## src/rtl/utl_pkg.sv

```systemverilog
// ----------------------------------------------------------------------------
// Ultrasonic tank level package
// Shared types and constants for the echo averaging and fill level core.
// ----------------------------------------------------------------------------
package utl_pkg;

    // Field widths.
    localparam int ECHO_W     = 15;
    localparam int LEVEL_W    = 10;
    localparam int AVG_W      = 15;
    localparam int USED_W     = 4;
    localparam int HEIGHT_W   = 10;
    localparam int OFFSET_W   = 8;
    localparam int CFG_DATA_W = 10;
    localparam int CFG_IDX_W  = 1;

    // Group state widths.
    localparam int SUM_W = 18;
    localparam int CNT_W = 4;

    // Stream widths, padded to whole bytes.
    localparam int S_TDATA_W = 16;
    localparam int M_TDATA_W = 32;

    // Serial datapath sizing.
    localparam int MUL_X_W   = 16;
    localparam int MUL_K_W   = 11;
    localparam int MUL_ACC_W = 26;
    localparam int DIV_Q_W   = 26;
    localparam int DIV_D_W   = 16;
    localparam int STEP_W    = 5;
    localparam int MUL_STEPS = MUL_X_W;
    localparam int DIV_STEPS = DIV_Q_W;

    // Echo time to distance in 1/64 cm: (echo * 1124) >> 10.
    localparam logic [MUL_K_W-1:0] CONV_MUL    = 11'd1124;
    localparam int                 CONV_SHIFT  = 10;
    // Fill level scale, tenths of a percent.
    localparam logic [MUL_K_W-1:0] LEVEL_SCALE = 11'd1000;

    // Accepted distance window, 25 cm to 450 cm in 1/64 cm.
    localparam logic [MUL_X_W-1:0] DIST_MIN_Q6 = 16'd1600;
    localparam logic [MUL_X_W-1:0] DIST_MAX_Q6 = 16'd28800;

    // Register reset values.
    localparam logic [HEIGHT_W-1:0] HEIGHT_RESET = 10'd100;
    localparam logic [OFFSET_W-1:0] OFFSET_RESET = 8'd20;

    // Default group length.
    localparam int READINGS_DEF = 3;

    // Configuration register indexes.
    typedef enum logic [CFG_IDX_W-1:0] {
        CFG_TANK_HEIGHT   = 1'b0,
        CFG_SENSOR_OFFSET = 1'b1
    } t_cfg_idx;

    // Sequencer states.
    typedef enum logic [2:0] {
        ST_IDLE,
        ST_MUL_ECHO,
        ST_ACCUM,
        ST_DIV_AVG,
        ST_LEVEL,
        ST_MUL_LVL,
        ST_DIV_LVL,
        ST_OUT
    } t_state;

endpackage

```

## src/rtl/ultrasonic_tank_level_core.sv

```systemverilog
// Each echo reading runs from the input transfer through the bit-serial
// multiplier that scales the echo time to a distance and a step that checks
// and accumulates it, then the core returns to idle before the next one can
// be taken. The reading that closes a group with valid readings also runs a
// restoring divide for the average and, unless the tank height is zero, the
// multiplier again for the level scaling and a second restoring divide by
// the tank height. Only one reading is in work at a time; a finished result
// waits in the output register while the next readings are taken.
// ----------------------------------------------------------------------------
// Ultrasonic tank level core
// Converts echo times to distances, averages the valid ones over a group of
// readings and reports the average distance and the tank fill level.
// ----------------------------------------------------------------------------
module ultrasonic_tank_level_core #(
    parameter int READINGS = utl_pkg::READINGS_DEF
) (
    input  logic                             i_clk,
    input  logic                             i_rst_n,
    // Configuration write port
    input  logic                             i_cfg_we,
    input  logic [utl_pkg::CFG_IDX_W-1:0]    i_cfg_idx,
    input  logic [utl_pkg::CFG_DATA_W-1:0]   i_cfg_data,
    // Echo readings: tdata = echo_us[14:0], zero pad [15]
    input  logic                             s_axis_tvalid,
    output logic                             s_axis_tready,
    input  logic [utl_pkg::S_TDATA_W-1:0]    s_axis_tdata,
    // Results: tdata = level_tenth_pct[9:0], avg_distance_q6[24:10],
    // readings_used[28:25], zero pad [31:29]
    output logic                             m_axis_tvalid,
    input  logic                             m_axis_tready,
    output logic [utl_pkg::M_TDATA_W-1:0]    m_axis_tdata,
    // Results: tuser = all_failed[0]
    output logic                             m_axis_tuser
);
    import utl_pkg::*;

    // State and configuration registers.
    t_state                r_state, n_state;
    logic [HEIGHT_W-1:0]   r_height;
    logic [OFFSET_W-1:0]   r_offset;

    // Group accumulation state.
    logic [SUM_W-1:0]      r_sum;
    logic [CNT_W-1:0]      r_vcnt;
    logic [CNT_W-1:0]      r_idx;

    // Serial multiplier and divider registers.
    logic [MUL_X_W-1:0]    r_mul_x;
    logic [MUL_K_W-1:0]    r_mul_k;
    logic [MUL_ACC_W-1:0]  r_mul_acc;
    logic [DIV_Q_W-1:0]    r_div_q;
    logic [DIV_D_W-1:0]    r_div_d;
    logic [DIV_D_W-1:0]    r_div_rem;
    logic [STEP_W-1:0]     r_step;

    // Result under construction and output register.
    logic [LEVEL_W-1:0]    r_level;
    logic [AVG_W-1:0]      r_avg;
    logic [USED_W-1:0]     r_used;
    logic                  r_fail;
    logic                  r_m_valid;
    logic [LEVEL_W-1:0]    r_m_level;
    logic [AVG_W-1:0]      r_m_avg;
    logic [USED_W-1:0]     r_m_used;
    logic                  r_m_fail;

    // Combinational helpers.
    logic                  w_in_xfer;
    logic                  w_out_load;
    logic                  w_step_last;
    logic [MUL_ACC_W-1:0]  w_mul_acc_nxt;
    logic [DIV_D_W:0]      w_div_trial;
    logic                  w_div_ge;
    logic [DIV_D_W:0]      w_div_diff;
    logic [DIV_Q_W-1:0]    w_div_q_nxt;
    logic [DIV_D_W-1:0]    w_div_rem_nxt;
    logic [MUL_X_W-1:0]    w_dist;
    logic                  w_dist_ok;
    logic [SUM_W-1:0]      w_sum_nxt;
    logic [CNT_W-1:0]      w_vcnt_nxt;
    logic [CNT_W-1:0]      w_idx_nxt;
    logic                  w_group_end;
    logic [DIV_D_W-1:0]    w_full;
    logic [SUM_W-1:0]      w_h_raw;
    logic [DIV_D_W-1:0]    w_h;

    // Multiplier step: MSB-first shift and add of the constant.
    assign w_mul_acc_nxt = {r_mul_acc[MUL_ACC_W-2:0], 1'b0}
                         + (r_mul_x[MUL_X_W-1] ? MUL_ACC_W'(r_mul_k) : '0);

    // Divider step: one restoring subtract per cycle.
    assign w_div_trial   = {r_div_rem, r_div_q[DIV_Q_W-1]};
    assign w_div_diff    = w_div_trial - {1'b0, r_div_d};
    assign w_div_ge      = (w_div_trial >= {1'b0, r_div_d});
    assign w_div_rem_nxt = w_div_ge ? w_div_diff[DIV_D_W-1:0]
                                    : w_div_trial[DIV_D_W-1:0];
    assign w_div_q_nxt   = {r_div_q[DIV_Q_W-2:0], w_div_ge};

    // Distance check and group update. A zero echo always lands below the
    // window, so the window test alone rejects it.
    assign w_dist      = r_mul_acc[MUL_ACC_W-1:CONV_SHIFT];
    assign w_dist_ok   = (w_dist >= DIST_MIN_Q6) && (w_dist <= DIST_MAX_Q6);
    assign w_sum_nxt   = w_dist_ok ? r_sum + SUM_W'(w_dist) : r_sum;
    assign w_vcnt_nxt  = r_vcnt + CNT_W'(w_dist_ok);
    assign w_idx_nxt   = r_idx + 1'b1;
    assign w_group_end = (w_idx_nxt == CNT_W'(READINGS));

    // Water height: full - (avg - offset), clamped to 0..full.
    assign w_full  = {r_height, 6'b0};
    assign w_h_raw = SUM_W'(w_full) + SUM_W'({r_offset, 6'b0})
                   - SUM_W'(r_div_q[AVG_W-1:0]);
    always_comb begin
        if (w_h_raw[SUM_W-1]) begin
            w_h = '0;
        end else if (w_h_raw[SUM_W-2:0] > (SUM_W-1)'(w_full)) begin
            w_h = w_full;
        end else begin
            w_h = w_h_raw[DIV_D_W-1:0];
        end
    end

    // Last step of the multiplier or the divider.
    always_comb begin
        case (r_state)
            ST_MUL_ECHO, ST_MUL_LVL: w_step_last = (r_step == STEP_W'(MUL_STEPS - 1));
            ST_DIV_AVG, ST_DIV_LVL:  w_step_last = (r_step == STEP_W'(DIV_STEPS - 1));
            default:                 w_step_last = 1'b0;
        endcase
    end

    // Next state.
    always_comb begin
        n_state = r_state;
        unique case (r_state)
            ST_IDLE: begin
                if (s_axis_tvalid) n_state = ST_MUL_ECHO;
            end
            ST_MUL_ECHO: begin
                if (w_step_last) n_state = ST_ACCUM;
            end
            ST_ACCUM: begin
                if (!w_group_end) n_state = ST_IDLE;
                else if (w_vcnt_nxt == '0) n_state = ST_OUT;
                else n_state = ST_DIV_AVG;
            end
            ST_DIV_AVG: begin
                if (w_step_last) n_state = ST_LEVEL;
            end
            ST_LEVEL: begin
                if (w_full == '0) n_state = ST_OUT;
                else n_state = ST_MUL_LVL;
            end
            ST_MUL_LVL: begin
                if (w_step_last) n_state = ST_DIV_LVL;
            end
            ST_DIV_LVL: begin
                if (w_step_last) n_state = ST_OUT;
            end
            ST_OUT: begin
                if (w_out_load) n_state = ST_IDLE;
            end
            default: n_state = ST_IDLE;
        endcase
    end

    // State outputs: input ready and output register load.
    always_comb begin
        s_axis_tready = 1'b0;
        w_out_load    = 1'b0;
        unique case (r_state)
            ST_IDLE: s_axis_tready = 1'b1;
            ST_OUT:  w_out_load    = !r_m_valid || m_axis_tready;
            default: begin
                s_axis_tready = 1'b0;
                w_out_load    = 1'b0;
            end
        endcase
    end

    assign w_in_xfer = s_axis_tvalid && s_axis_tready;

    // Control registers: state, configuration, group counters, step count, output valid.
    always_ff @(posedge i_clk) begin
        if (!i_rst_n) begin
            r_state   <= ST_IDLE;
            r_height  <= HEIGHT_RESET;
            r_offset  <= OFFSET_RESET;
            r_sum     <= '0;
            r_vcnt    <= '0;
            r_idx     <= '0;
            r_step    <= '0;
            r_m_valid <= 1'b0;
        end else begin
            r_state <= n_state;

            // Configuration writes.
            if (i_cfg_we) begin
                unique case (t_cfg_idx'(i_cfg_idx))
                    CFG_TANK_HEIGHT:   r_height <= i_cfg_data[HEIGHT_W-1:0];
                    CFG_SENSOR_OFFSET: r_offset <= i_cfg_data[OFFSET_W-1:0];
                    default:           r_height <= r_height;
                endcase
            end

            // Group accumulation, cleared when the group closes.
            if (r_state == ST_ACCUM) begin
                if (w_group_end) begin
                    r_sum  <= '0;
                    r_vcnt <= '0;
                    r_idx  <= '0;
                end else begin
                    r_sum  <= w_sum_nxt;
                    r_vcnt <= w_vcnt_nxt;
                    r_idx  <= w_idx_nxt;
                end
            end

            // Step counter for the serial units.
            if (w_step_last) begin
                r_step <= '0;
            end else if (r_state == ST_MUL_ECHO || r_state == ST_MUL_LVL ||
                         r_state == ST_DIV_AVG  || r_state == ST_DIV_LVL) begin
                r_step <= r_step + 1'b1;
            end

            // Output valid: set on load, cleared once the transfer is taken.
            if (w_out_load) begin
                r_m_valid <= 1'b1;
            end else if (m_axis_tready) begin
                r_m_valid <= 1'b0;
            end
        end
    end

    // Datapath registers.
    always_ff @(posedge i_clk) begin
        case (r_state)
            ST_IDLE: begin
                if (w_in_xfer) begin
                    r_mul_x   <= {1'b0, s_axis_tdata[ECHO_W-1:0]};
                    r_mul_k   <= CONV_MUL;
                    r_mul_acc <= '0;
                end
            end
            ST_MUL_ECHO: begin
                r_mul_acc <= w_mul_acc_nxt;
                r_mul_x   <= {r_mul_x[MUL_X_W-2:0], 1'b0};
            end
            ST_ACCUM: begin
                // Prepare the average divide and default the result.
                r_used    <= w_vcnt_nxt;
                r_fail    <= (w_vcnt_nxt == '0);
                r_avg     <= '0;
                r_level   <= '0;
                r_div_q   <= DIV_Q_W'(w_sum_nxt);
                r_div_d   <= DIV_D_W'(w_vcnt_nxt);
                r_div_rem <= '0;
            end
            ST_DIV_AVG, ST_DIV_LVL: begin
                r_div_q   <= w_div_q_nxt;
                r_div_rem <= w_div_rem_nxt;
                if (r_state == ST_DIV_LVL && w_step_last) begin
                    r_level <= w_div_q_nxt[LEVEL_W-1:0];
                end
            end
            ST_LEVEL: begin
                r_avg     <= r_div_q[AVG_W-1:0];
                r_mul_x   <= w_h;
                r_mul_k   <= LEVEL_SCALE;
                r_mul_acc <= '0;
            end
            ST_MUL_LVL: begin
                r_mul_acc <= w_mul_acc_nxt;
                r_mul_x   <= {r_mul_x[MUL_X_W-2:0], 1'b0};
                if (w_step_last) begin
                    r_div_q   <= w_mul_acc_nxt;
                    r_div_d   <= w_full;
                    r_div_rem <= '0;
                end
            end
            ST_OUT: begin
                if (w_out_load) begin
                    r_m_level <= r_level;
                    r_m_avg   <= r_avg;
                    r_m_used  <= r_used;
                    r_m_fail  <= r_fail;
                end
            end
            default: begin
                r_mul_acc <= r_mul_acc;
            end
        endcase
    end

    // Output ports.
    assign m_axis_tvalid = r_m_valid;
    assign m_axis_tdata  = {3'b000, r_m_used, r_m_avg, r_m_level};
    assign m_axis_tuser  = r_m_fail;

    // The reading index never reaches the group length between readings.
    a_idx_range: assert property (@(posedge i_clk) disable iff (!i_rst_n)
        r_idx < CNT_W'(READINGS))
        else $error("reading index reached the group length");

    // Valid readings never outnumber the readings taken.
    a_vcnt_le_idx: assert property (@(posedge i_clk) disable iff (!i_rst_n)
        r_vcnt <= r_idx)
        else $error("valid count exceeds reading index");

    // A failed group reports zero level, distance and count.
    a_fail_zero: assert property (@(posedge i_clk) disable iff (!i_rst_n)
        r_m_valid && r_m_fail |->
            r_m_level == '0 && r_m_avg == '0 && r_m_used == '0)
        else $error("failed group carries nonzero fields");

    // The reported level never exceeds full scale.
    a_level_max: assert property (@(posedge i_clk) disable iff (!i_rst_n)
        r_m_valid |-> r_m_level <= LEVEL_W'(LEVEL_SCALE))
        else $error("level above full scale");

    // A result is loaded only from the output state.
    a_load_state: assert property (@(posedge i_clk) disable iff (!i_rst_n)
        $rose(r_m_valid) |-> $past(r_state) == ST_OUT)
        else $error("output loaded outside the output state");

endmodule

```

## config.mk

```make
export PLATFORM = sky130hd
export DESIGN_NAME = ultrasonic_tank_level_core
export DESIGN_NICKNAME = d
export VERILOG_FILES = /design/src/rtl/utl_pkg.sv /design/src/rtl/ultrasonic_tank_level_core.sv
export SDC_FILE = /design/constraint.sdc
export NUM_CORES = 1
export LEC_CHECK = 0
export BUFFER_PORTS_ARGS = -buffer_cell sky130_fd_sc_hd__buf_2
export CAP_MARGIN = 20
export CORE_AREA = 2 2 151 153
export DETAILED_ROUTE_END_ITERATION = 8
export DIE_AREA = 0 0 153 155
export HOLD_SLACK_MARGIN = 0.12
export PLACE_DENSITY_LB_ADDON = 0.12
export SLEW_MARGIN = 5
export SYNTH_ARGS = -nofsm -noshare
export SYNTH_HDL_FRONTEND = slang
export SYNTH_SLANG_ARGS = --single-unit
```

## constraint.sdc

```tcl
create_clock -name i_clk -period 4.1 [get_ports i_clk]
set_clock_uncertainty 0.05 [all_clocks]
set_input_delay 0.41 -clock i_clk [delete_from_list [all_inputs] [get_ports i_clk]]
set_output_delay 0.41 -clock i_clk [all_outputs]
set_load 0.1 [all_outputs]
```

# ---- Yosys cells after proc, flatten, opt, wreduce, memory -nomap -nowiden
# Index checks and enable logic that the tools add are counted.
dict set report op_classes {
  muxes 38
  mul 0
  n_reduce_logical 30
  n_addsub 8
  bitwise_logic 2
  shifts 0
  eq_ne 18
  order_cmp 4
  div_mod_pow 0
}
# cell count
set ops {}
lappend ops {{$pmux 26 s3} 2}
lappend ops {{$mux 16} 6}
lappend ops {{$pmux 16 s3} 2}
lappend ops {{$mux 26} 2}
lappend ops {{$mux 18} 2}
lappend ops {{$pmux 16 s2} 1}
lappend ops {{$pmux 15 s2} 1}
lappend ops {{$add 26x11->26} 1}
lappend ops {{$mux 3} 8}
lappend ops {{$pmux 3 s8} 1}
lappend ops {{$mux 11} 2}
lappend ops {{$pmux 11 s2} 1}
lappend ops {{$pmux 10 s2} 1}
lappend ops {{$add 18x16->18} 1}
lappend ops {{$sub 17x15->18} 1}
lappend ops {{$add 16x14->17} 1}
lappend ops {{$ge 17x16->1} 1}
lappend ops {{$gt 17x16->1} 1}
lappend ops {{$ge 16x11->1 const B} 1}
lappend ops {{$le 16x15->1 const B} 1}
lappend ops {{$logic_not 16->1} 1}
lappend ops {{$ne 2x2->1 const B} 8}
lappend ops {{$reduce_and 2->1} 8}
lappend ops {{$sub 16x16->16} 1}
lappend ops {{other kinds (24)} 45}
dict set report word_totals {
  output_inout_bits 35
  romBits 0
  n_memories 0
  mem_bits_rw 0
  ff_bits 224
  elab_cells 122
  latch_bits 0
}

# ---- Longest topological paths before layout
# Gate-level depths: netlist of run 1.
dict set report depth {
  depth_word 7
  depth_mapped 18
  mapped_depth_nobuf 17
}

# ---- Worst setup path before layout of run 1
# Ideal clock, no wire load.
dict set report synth_timing {
  path_kind {flip-flop to flip-flop}
  startpoint {register r_height[2]}
  endpoint {register r_mul_x[9] (data pin)}
  stages_incl_launch_ff 19
  n_path_buf 1
  t_arrival_ns 3.800
  setup_time_ns 0.271
  path_slack_ns -0.021
  required_ns 3.779
  period_less_slack_ns 4.121
  path_cell_list {dfxtp_1 > inv_1 > fa_1 > inv_1 > ha_1 > nor4b_1 > a221o_1 > a21oi_1 > o21ai_0 > xor2_1 > ha_1 > nand4_1 > nor4b_1 > and3_1 > a21o_1 > nand3_2 > buf_6 > mux2i_1 > o22ai_1}
}
dict set report synth_between {
  elab_chain_len 6
}
# element line_no
set synth_lines {}
lappend synth_lines {{from (decl)} ultrasonic_tank_level_core.sv:39} ;# logic [HEIGHT_W-1:0] r_height;
lappend synth_lines {{from (signal assigned)} ultrasonic_tank_level_core.sv:199} ;# CFG_TANK_HEIGHT: r_height <= i_cfg_data[HEIGHT_W-1:0];
lappend synth_lines {{from (signal assigned)} ultrasonic_tank_level_core.sv:201} ;# default: r_height <= r_height;
lappend synth_lines {{$add 16x14->17} ultrasonic_tank_level_core.sv:110} ;# assign w_h_raw = SUM_W'(w_full) + SUM_W'({r_offset, 6'b0})
lappend synth_lines {{$sub 17x15->18} ultrasonic_tank_level_core.sv:111} ;# - SUM_W'(r_div_q[AVG_W-1:0]);
lappend synth_lines {{$gt 17x16->1} ultrasonic_tank_level_core.sv:115} ;# end else if (w_h_raw[SUM_W-2:0] > (SUM_W-1)'(w_full)) begin
lappend synth_lines {{$mux 16} ultrasonic_tank_level_core.sv:115}
lappend synth_lines {{$mux 16 *} ultrasonic_tank_level_core.sv:113} ;# if (w_h_raw[SUM_W-1]) begin
lappend synth_lines {{$pmux 16 s3 *} ultrasonic_tank_level_core.sv:237} ;# case (r_state)
lappend synth_lines {{to (signal assigned)} ultrasonic_tank_level_core.sv:240} ;# r_mul_x <= {1'b0, s_axis_tdata[ECHO_W-1:0]};
lappend synth_lines {{to (signal assigned)} ultrasonic_tank_level_core.sv:247} ;# r_mul_x <= {r_mul_x[MUL_X_W-2:0], 1'b0};
lappend synth_lines {{to (signal assigned)} ultrasonic_tank_level_core.sv:268} ;# r_mul_x <= w_h;
lappend synth_lines {{to (decl)} ultrasonic_tank_level_core.sv:48} ;# logic [MUL_X_W-1:0] r_mul_x;
# Every way passes the cells marked *; elsewhere a longest branch is shown, timed or not.
# A chain may end at the register's enable or synchronous reset.

# ---- Worst setup path in the final report of run 1
dict set report layout_timing {
  startpoint {register r_div_q[8]}
  endpoint {register r_mul_x[9] (data pin)}
}
dict set report layout_between {
  elab_chain_len 5
}
# element line_no
set layout_lines {}
lappend layout_lines {{from (decl)} ultrasonic_tank_level_core.sv:51} ;# logic [DIV_Q_W-1:0] r_div_q;
lappend layout_lines {{from (signal assigned)} ultrasonic_tank_level_core.sv:255} ;# r_div_q <= DIV_Q_W'(w_sum_nxt);
lappend layout_lines {{from (signal assigned)} ultrasonic_tank_level_core.sv:260} ;# r_div_q <= w_div_q_nxt;
lappend layout_lines {{from (signal assigned)} ultrasonic_tank_level_core.sv:276} ;# r_div_q <= w_mul_acc_nxt;
lappend layout_lines {{$sub 17x15->18 *} ultrasonic_tank_level_core.sv:111}
lappend layout_lines {{$gt 17x16->1} ultrasonic_tank_level_core.sv:115}
lappend layout_lines {{$mux 16} ultrasonic_tank_level_core.sv:115}
lappend layout_lines {{$mux 16 *} ultrasonic_tank_level_core.sv:113}
lappend layout_lines {{$pmux 16 s3 *} ultrasonic_tank_level_core.sv:237}
# Marks and branches as above.

==> results of run 1 <==
worst paths after layout:
kind | from | to | slack, ns
max | r_div_q[8] | r_mul_x[9] | -0.07
min | s_axis_tdata[1] | r_mul_x[1] | 0.14
max reg2reg | r_div_q[8] | r_mul_x[9] | -0.07
min reg2reg | r_avg[12] | r_m_avg[12] | 0.37
Yosys cell counts, types with 14 or more instances:
| library cell | n | area share [%] |
|---|---|---|
| mux2i_1 | 20 | 1.7 |
| xnor2_1 | 32 | 2.3 |
| and2_1 | 23 | 1.2 |
| nor2b_1 | 15 | 0.78 |
| nand3_1 | 30 | 1.2 |
| a21oi_1 | 58 | 2.4 |
| inv_1 | 73 | 2.3 |
| nor3_1 | 24 | 1.0 |
| nor2_1 | 102 | 3.2 |
| a21o_1 | 14 | 0.87 |
| o21a_1 | 15 | 0.94 |
| a21boi_0 | 18 | 1.1 |
| nand2_1 | 103 | 3.2 |
| o21ai_1 | 25 | 1.0 |
| dfxtp_1 | 53 | 8.8 |
| o21ai_0 | 24 | 1.0 |
| clkbuf_1 | 38 | 1.2 |
| edfxtp_1 | 158 | 39 |
| and3_1 | 28 | 1.5 |
| ha_1 | 67 | 7.0 |
| xor2_1 | 31 | 2.3 |
metal layers:
layer | up-vias | track usage (%)
met5 | - | 0
met4 | 0 | 6.966
met3 | 46 | 3.036
met2 | 311 | 42.52
met1 | 4553 | 39.39
li1 | 4544 | -
worst max-delay path, delay by kind of cell, from the launching register on:
kind | cells | cell delay (ns)
flip-flops | 1 | 0.43
buffers and inverters | 2 | 0.22
multiplexers | 1 | 0.15
AO/OA/AOI/OAI | 4 | 0.64
XOR/XNOR | 1 | 0.15
AND/OR/NAND/NOR | 6 | 1.19
adder cells (fa/ha/maj) | 3 | 1.07
sequential cells by signal, summed over array words and instances (netlist names), 2 cells and up:
register,cells
r_level,10
r_sum,18
r_div_q,26
r_m_used,4
r_mul_acc,24
r_state,3
r_avg,15
r_offset,8
r_m_avg,15
r_step,5
r_div_d,14
r_idx,4
r_mul_k,2
r_used,4
r_mul_x,16
r_m_level,10
r_vcnt,4
r_height,10
r_div_rem,16
final cells by class:
type	count	area [µm²]
clock buffers	32	651.9
clock inverters	12	81.33
fillers	1849	8164
inverters	74	279.0
multi-input cells	830	5891
flip-flops and latches	211	5809
well taps	285	356.6
repair buffers	143	994.7
repair_timing:
| action | 4_1_cts | 5_1_grt |
|---|---|---|
| endpoints found under the setup margin | 16 | 16 |
| endpoints found under the hold margin | 17 | 0 |
| cloned | 0 | 0 |
| gates resized for setup | 26 | 6 |
| buffers inserted | 8 | 2 |
| pin swaps | 35 | 13 |
| hold buffers | 11 | 0 |
power breakdown:
part | switching [mW] | internal [mW] | total, mW
combinational | 2.09 | 1.33 | 3.42
clock | 0.863 | 1.18 | 2.04
sequential | 0.361 | 2.89 | 3.25
total | 3.32 | 5.39 | 8.71
cells by family (layout without fill, tap and decap cells):
group	count (synthesis)	after routing	share of synthesized area [%]
adders and majority gates	77	77	8.640
muxes	24	24	2.040
other	1	3	0.03120
and+or+nand+nor	390	390	16.13
buffers and inverters	126	261	4.278
AOI/OAI and AO/OA	273	273	15.99
xor gates and xnor gates	63	63	4.591
DFF	211	211	48.30
metrics by stage:
| step | std cells | total power, mW | util (%) | cell area, µm² | setup TNS, ns |
|---|---|---|---|---|---|
| floorplan | 1167 | 5.371 | - | 12030 | 0 |
| global placement | 1521 | 6.378 | 58.31 | 12960 | -0.6340 |
| detailed placement | 1521 | 6.427 | 58.31 | 12960 | -2.533 |
| CTS | 1584 | 8.622 | 62.93 | 13990 | -0.03405 |
| global route | 1587 | 9.131 | 63.27 | 14060 | -2.610 |
| finish | 1587 | 8.711 | 63.27 | 14060 | -0.2949 |
==> reports/results.ini, run 1 <==
[sta]
slew-limit-headroom_pct = 33.85
maxSlewViolCount = 0
tightestPinTransition_ns = 0.9902
period_needed_ns = 4.174
period_share_pct = 101.8
rsz0062_at_grt = true
fin_ws_ns = -0.07450
hold_viol_final = 0
fmax_mhz = 239.6
whs_ns = 0.1354
setup_viol = 8

[floorplanning]
fp.dieArea_mm2 = 0.02372
die_w_um = 153
die_y_um = 155
core_mm2 = 0.02223
rows = 55
start_util_pct = 54.07
io_pins = 67

[clock_tree]
cts_buffers = 25
clock_path_buffers = 3
cts_max_level = 1
cts_tree = built
cts.sinks = 211
cts-root-buf = clkbuf_16
clk_pin_slew_ns = 0.06
clock_latency_ns = 0.53

[power]
peakVddDrop_mv = 0.4658
p_leak_nw = 5.630
powerDensity_mw_per_mm2 = 619.4

[finish]
n_antenna_cell = 0
final_cell_mix = 158 x edfxtp_1, 102 x nand2_1, 101 x nor2_1, 70 x inv_1, 65 x buf_4
drive_gt1_share_pct = 16.44
fin_nets = 1394
layout_commonest_cell = edfxtp_1
area_growth_pct = 17.01

[drt]
drt-wirelength-per-cell_um = 20.20
first_pass_iters = 5
dr_wl_met2_um = 14330
wirelength_met1_um = 14990
avgViaCountPerCell = 5.957
vias = 9454
route.detailed.drc = 0
drt_iter0_drc = 852
highest_layer = met4
drtAntennaViolNets = 0
wirelength_um = 32050
wl_met3_um = 2012

[run_status]
failed_checks = negative setup slack
status = complete, but fails checks

[global_route]
grt_max_degree = 53
grt_pass1_vias = 9016
grt_pass1_wl_um = 49960
grt.overflow.total = 0
antenna_found_initial = 0
track_usage_pct = 26.75

[yosys]
synth.avg_cell_area_um2 = 10.32
ys_ff_latch = 211
synth_edf_count = 158
netlist_area_mm2 = 0.01202
synthArstFlopShare_pct = 0
yosysWarnings = 0
ys_types = 86
netlist_instances = 1165
ys.flop_type = edfxtp_1
yosysSeqAreaShare_pct = 48.30

[worst_setup_path]
slowest_stage = fa_1
required_ns = 4.29
cp_data_arrival_time_ns = 4.37
start_kind = flip-flop
critPathMaxStageDelay_ns = 0.51
r2r_cells = 17
path_cells = fa_1 > inv_2 > ha_4 > nor4b_1 > a221o_1 > and4_1 > o22ai_2 > xnor2_2 > ha_1 > nand4_1 > nor4b_2 > and3_1 > a21o_1 > nand3_4 > buf_12 > mux2i_1 > o22ai_1
end_kind = flip-flop
cp_max_fo = 7
crit_type = reg2reg

[job]
max-cap-violations = 0

[hold_path]
worstHoldPathCells = 2
min_path_type = in2reg

[place]
dp_slack_ns = -0.2416
dpl.hpwl_um = 23100
port_buffers = 62
place_congestion = 0.9133

(Power assumes the default switching activity.)
==> run 2: changes to the inputs <==
--- a/config.mk
+++ b/config.mk
@@ -8,7 +8,7 @@
 export BUFFER_PORTS_ARGS = -buffer_cell sky130_fd_sc_hd__buf_2
 export CAP_MARGIN = 20
-export CORE_AREA = 2 2 151 153
+export CORE_AREA = 2 2 159 161
 export DETAILED_ROUTE_END_ITERATION = 8
-export DIE_AREA = 0 0 153 155
+export DIE_AREA = 0 0 161 163
 export HOLD_SLACK_MARGIN = 0.12
 export PLACE_DENSITY_LB_ADDON = 0.12
==> constraint.sdc (replaced) <==
create_clock -name i_clk -period 4.1 [get_ports i_clk]
set_clock_uncertainty 0.05 [all_clocks]
set_input_delay 0 -clock i_clk [delete_from_list [all_inputs] [get_ports i_clk]]
set_output_delay 0 -clock i_clk [all_outputs]
set_load 0.1 [all_outputs]
==> reports/results.ini, run 2 (synthesized netlist as in run 1, its figures left out) <==
[global_route]
use_met1_pct = 37.24  ; was 39.39%
gr-usage-met2_pct = 37.87  ; was 42.52%
use_met3_pct = 3.871  ; was 3.036%
grt_pass1_vias = 9051  ; was 9016
track_usage_pct = 25.01  ; was 26.75%
grt_max_degree = 45  ; was 53
grt.overflow.total = 0  ; unchanged
busiest_layer = met2  ; unchanged
antenna_found_initial = 0  ; unchanged
grt_pass1_wl_um = 51100  ; was 49960 µm

[power]
sequentialPowerShare_pct = 36.7  ; was 37.3%
finalPower_mw = 8.717  ; was 8.711 mW
internal-power_mw = 5.399  ; was 5.394 mW
power_frac_comb_pct = 38.8  ; was 39.3%
p_sw_mw = 3.317  ; about the same
clkPwrFrac_pct = 24.5  ; was 23.4%
p_leak_nw = 5.748  ; was 5.630 nW
swShare_pct = 38.06  ; was 38.08%
peakVddDrop_mv = 0.2871  ; was 0.4658 mV
powerDensity_mw_per_mm2 = 603.6  ; was 619.4 mW/mm²

[sta]
maxSlewViolCount = 0  ; unchanged
fmax_mhz = 250.0  ; was 239.6 MHz
setup_viol = 0  ; was 8
period_share_pct = 97.57  ; was 101.8%
period_needed_ns = 4.000  ; was 4.174 ns
hold_viol_final = 0  ; unchanged
tightestPinTransition_ns = 0.9196  ; was 0.9902 ns
setup_tns_ns = 0  ; was -0.2949 ns
slew-limit-headroom_pct = 38.57  ; was 33.85%
whs_ns = 0.2449  ; was 0.1354 ns
rsz0062_at_grt = true  ; unchanged

[hold_path]
min_path_type = in2reg  ; unchanged

[finish]
area_growth_pct = 20.15  ; was 17.01%
fillers = 2151  ; was 1849
regMostFlops = r_div_q  ; unchanged
layout_commonest_cell = edfxtp_1  ; unchanged
fin_cells = 1665  ; was 1587
final_cell_mix = 158 x edfxtp_1, 103 x nand2_1, 101 x nor2_1, 68 x inv_1, 64 x ha_1  ; was 158 x edfxtp_1, 102 x nand2_1, 101 x nor2_1, 70 x inv_1, 65 x buf_4
multiInputGateArea_mm2 = 0.005858  ; was 0.005891 mm²
seqCellArea_mm2 = 0.005808  ; was 0.005809 mm²
drive_gt1_share_pct = 16.42  ; was 16.44%
fin_nets = 1425  ; was 1394
largest_register_ffs = 26  ; unchanged
reg_top3 = r_div_q: 26 flops, r_mul_acc: 24 flops, r_sum: 18 flops  ; unchanged

[place]
dp.cells = 1573  ; was 1521
dpl.hpwl_um = 24100  ; was 23100 µm
port_buffers = 62  ; unchanged
place_congestion = 0.8856  ; was 0.9133

[floorplanning]
io_pins = 67  ; unchanged
die_y_um = 163  ; was 155 µm
fp.dieArea_mm2 = 0.02624  ; was 0.02372 mm²
rows = 58  ; was 55
core_mm2 = 0.02467  ; was 0.02223 mm²
start_util_pct = 48.71  ; was 54.07%
die_w_um = 161  ; was 153 µm

[clock_tree]
cts_buffers = 24  ; was 25
cts_tree = built  ; unchanged
cts.sinks = 211  ; unchanged
clock_path_buffers = 3  ; unchanged
clock_latency_ns = 0.53  ; about the same
clk_pin_slew_ns = 0.06  ; about the same
cts-root-buf = clkbuf_16  ; unchanged
cts_max_level = 1  ; unchanged

[worst_setup_path]
crit_type = reg2reg  ; unchanged
cp_data_arrival_time_ns = 4.21  ; was 4.37 ns
end_kind = flip-flop  ; unchanged
start_kind = flip-flop  ; unchanged
cp_max_fo = 6  ; was 7
required_ns = 4.31  ; was 4.29 ns

[job]
max-cap-violations = 0  ; unchanged

[drt]
avgViaCountPerCell = 5.675  ; was 5.957
drtAntennaViolNets = 0  ; unchanged
drt-wirelength-per-cell_um = 19.56  ; was 20.20 µm
first_pass_iters = 5  ; unchanged
vias = 9449  ; was 9454
route.detailed.drc = 0  ; unchanged
wirelength_um = 32560  ; was 32050 µm
drt_iter0_drc = 862  ; was 852

[run_status]
status = finished clean  ; was complete, but fails checks

[run 2: final timing paths]
| kind | from | to | slack (ns) | cells after the start |
|---|---|---|---|---|
| max reg2reg | r_div_q[8] | r_mul_x[12] | 0.1 | 17 |
| min | i_cfg_data[2] | r_offset[2] | 0.24 | 4 |
| max | r_div_q[8] | r_mul_x[12] | 0.1 | 17 |
| min reg2reg | r_avg[13] | r_m_avg[13] | 0.36 | 0 |
[run 2: layout make-up]
| class | count | share of cell area (%) |
|---|---|---|
| multi-input cells | 830 | 40.56 |
| flip-flops and latches | 211 | 40.22 |
| repair buffers | 175 | 8.985 |
| clock buffers | 27 | 4.306 |
| well taps | 330 | 2.859 |
| inverters | 74 | 1.932 |
| clock inverters | 17 | 1.118 |
| diodes | 1 | 0.01733 |
[run 2: worst max-delay path, stage by stage (launching register included)]
cell	delay (ns)
edfxtp_1	0.40
fa_1	0.51
inv_2	0.05
ha_4	0.21
buf_6	0.12
a221o_1	0.39
and4_1	0.18
o22ai_2	0.21
xnor2_2	0.11
ha_1	0.32
nand4_1	0.10
nor4b_2	0.26
and3_1	0.18
a21o_1	0.11
nand3_2	0.11
buf_6	0.17
mux2i_1	0.16
o22ai_1	0.10
[run 2: stage by stage]
step,util [%],instance area (µm²),worst slack (ns)
6_report,58.53,14440,0.09962
5_1_grt,58.52,14440,-0.1578
4_1_cts,58.05,14320,-0.01516
3_5_place_dp,52.87,13040,-0.1072
3_3_place_gp,52.87,13040,-0.03577
2_1_floorplan,-,12030,0.01509
[run 2: what timing repair did]
action                                  4_1_cts  5_1_grt
pin swaps                                     4       28
buffers inserted                              0        1
endpoints found under the setup margin       12       16
hold buffers                                 46        0
endpoints found under the hold margin        51        0
resized for setup                             5       25
[run 2: power groups by stage]
stage          Clock [mW]  Combinational [mW]  Sequential, mW
4_1_cts              2.16                3.27            3.19
3_3_place_gp            0                3.18            3.23
2_1_floorplan           0                2.23            3.14
5_1_grt              2.24                3.71            3.24
6_report             2.13                3.38            3.20
3_5_place_dp            0                3.20            3.23
[run 2: layer usage]
metal,vias up,wire [µm]
li1,4605,-
met1,4515,15520
met2,285,14200
met3,44,2048
met4,0,797
met5,-,0
==> run 3: changes to the inputs <==
PLACE_DENSITY = 0.69   (was unset)
PLACE_DENSITY_LB_ADDON = unset   (was 0.12)
==> reports/results.ini, run 3 (synthesized netlist as in run 1, its figures left out) <==
[drt]
first_pass_iters = 7  ; was 5
drtAntennaViolNets = 0  ; unchanged
vias = 9780  ; was 9449
drt-wirelength-per-cell_um = 19.92  ; was 19.56 µm
wirelength_um = 33050  ; was 32560 µm
route.detailed.drc = 0  ; unchanged
drt_iter0_drc = 905  ; was 862
avgViaCountPerCell = 5.895  ; was 5.675

[power]
p_leak_nw = 5.786  ; was 5.748 nW
sequentialPowerShare_pct = 36.2  ; was 36.7%
powerDensity_mw_per_mm2 = 617.3  ; was 603.6 mW/mm²
peakVddDrop_mv = 0.5458  ; was 0.2871 mV
swShare_pct = 37.55  ; was 38.06%
p_sw_mw = 3.364  ; was 3.317 mW
power_frac_comb_pct = 38.4  ; was 38.8%
clkPwrFrac_pct = 25.4  ; was 24.5%
internal-power_mw = 5.595  ; was 5.399 mW

[sta]
maxSlewViolCount = 0  ; unchanged
whs_ns = 0.2347  ; was 0.2449 ns
tightestPinTransition_ns = 1.071  ; was 0.9196 ns
setup_tns_ns = -0.01834  ; was 0 ns
setup_viol = 1  ; was 0
period_needed_ns = 4.118  ; was 4.000 ns
hold_viol_final = 0  ; unchanged
slew-limit-headroom_pct = 28.44  ; was 38.57%
fmax_mhz = 242.8  ; was 250.0 MHz
period_share_pct = 100.4  ; was 97.57%
rsz0062_at_grt = true  ; unchanged
fin_ws_ns = -0.01834  ; was 0.09962 ns

[floorplanning]
core_mm2 = 0.02467  ; unchanged
die_w_um = 161  ; unchanged
fp.dieArea_mm2 = 0.02624  ; unchanged
die_y_um = 163  ; unchanged
start_util_pct = 48.71  ; unchanged
rows = 58  ; unchanged
io_pins = 67  ; unchanged

[clock_tree]
clock_path_buffers = 3  ; unchanged
cts-root-buf = clkbuf_16  ; unchanged
clock_latency_ns = 0.53  ; about the same
clk_pin_slew_ns = 0.06  ; about the same
cts.sinks = 211  ; unchanged
cts_buffers = 24  ; unchanged
cts_tree = built  ; unchanged
cts_max_level = 1  ; unchanged

[worst_setup_path]
crit_type = reg2reg  ; unchanged
start_kind = flip-flop  ; unchanged
cp_max_fo = 6  ; unchanged
cp_data_arrival_time_ns = 4.32  ; was 4.21 ns
setup.worst_path.start = r_div_q[9]  ; was r_div_q[8]
end_kind = flip-flop  ; unchanged
r2r-start = r_div_q[9]  ; was r_div_q[8]
required_ns = 4.30  ; was 4.31 ns

[job]
max-cap-violations = 0  ; unchanged

[finish]
n_antenna_cell = 0  ; was 1
fillers = 2115  ; was 2151
fin_nets = 1420  ; was 1425
final_cell_mix = 158 x edfxtp_1, 102 x nand2_1, 101 x nor2_1, 71 x inv_1, 64 x ha_1  ; was 158 x edfxtp_1, 103 x nand2_1, 101 x nor2_1, 68 x inv_1, 64 x ha_1
regMostFlops = r_div_q  ; unchanged
drive_gt1_share_pct = 16.18  ; was 16.42%
area_growth_pct = 20.75  ; was 20.15%
fin_area_mm2 = 0.01451  ; was 0.01444 mm²
largest_register_ffs = 26  ; unchanged
reg_top3 = r_div_q: 26 flops, r_mul_acc: 24 flops, r_sum: 18 flops  ; unchanged
layout_commonest_cell = edfxtp_1  ; unchanged

[global_route]
track_usage_pct = 24.89  ; was 25.01%
antenna_found_initial = 1  ; was 0
grt_pass1_vias = 9222  ; was 9051
grt.overflow.total = 0  ; unchanged
grt_max_degree = 53  ; was 45
grt_pass1_wl_um = 51270  ; was 51100 µm

[place]
place_congestion = 0.9232  ; was 0.8856
place_area_mm2 = 0.01302  ; was 0.01304 mm²
port_buffers = 62  ; unchanged
dpl.hpwl_um = 23610  ; was 24100 µm

[hold_path]
min_path_type = in2reg  ; unchanged
worstHoldStart = i_cfg_data[2]  ; unchanged

[run_status]
status = complete, but fails checks  ; was finished clean
failed_checks = negative setup slack

-- run 3: changes by cell type in the layout (fill, tap and decap cells not counted), sizes merged --
cell,delta
diode,-1
clkinv,-2
bufinv,+2
buf,-1
dlygate4sd3,-4
-- run 3: timing repair --
item,CTS,global route
hold buffers,42,0
endpoints found under the hold margin,40,0
resized for setup,6,27
pin swaps,7,35
setup buffers,3,3
endpoints found under the setup margin,15,16
cloned,0,0
-- run 3: final cells by class --
type                            count  area [µm²]  share of cell area [%]
Multi-Input combinational cell    830        5901                   40.66
Sequential cell                   211        5807                   40.01
Timing Repair Buffer              170        1270                   8.751
Clock buffer                       27       643.1                   4.431
Tap cell                          330       412.9                   2.845
Inverter                           74       279.0                   1.923
Clock inverter                     17       200.2                   1.379
-- run 3: final timing paths --
path	endpoint	slack, ns	cells past startpoint
worst max register to register	r_mul_x[9]	-0.02	17
worst min register to register	r_m_used[1]	0.37	0
worst max-delay path	r_mul_x[9]	-0.02	17
worst min-delay path	r_height[2]	0.23	4
-- run 3: through the flow --
stage               util [%]  power, mW  std cells  setup slack (ns)
floorplan                  -      5.371       1167           0.01509
global placement       52.67      6.358       1566           0.01754
detailed placement     52.78      6.441       1567           -0.1428
CTS                    58.11      8.785       1656          0.001869
global route           58.82      9.381       1659           -0.1451
finish                 58.82      8.959       1659          -0.01834
-- run 3: critical path: stages, from the launching register on --
cell      delay (ns)
edfxtp_1        0.46
inv_2           0.12
fa_1            0.41
ha_1            0.25
a21oi_4         0.19
nor2b_1         0.07
or4_4           0.44
o22ai_4         0.18
xnor2_2         0.10
ha_1            0.31
nand4_1         0.13
nor4b_2         0.27
and3_1          0.19
a21o_1          0.14
nand3_4         0.10
buf_6           0.16
mux2i_2         0.18
o22ai_1         0.09
-- run 3: power by group through the flow --
stage                     Clock, mW  Sequential, mW  Combinational (mW)
after floorplan                   0            3.14                2.23
after global placement            0            3.26                3.09
after detailed placement          0            3.27                3.17
after CTS                      2.30            3.23                3.26
after global routing           2.38            3.28                3.72
final                          2.27            3.24                3.44
-- run 3: per-layer routing --
layer / up-vias / GRT usage, % / part of all wire [%] / wire length, µm
li1: 4589 / - / - / -
met1: 4729 / 35.98 / 45 / 14790
met2: 399 / 39.43 / 45 / 14830
met3: 63 / 3.514 / 7.3 / 2425
met4: 0 / 6.778 / 3.0 / 1008
met5: - / 0 / 0 / 0
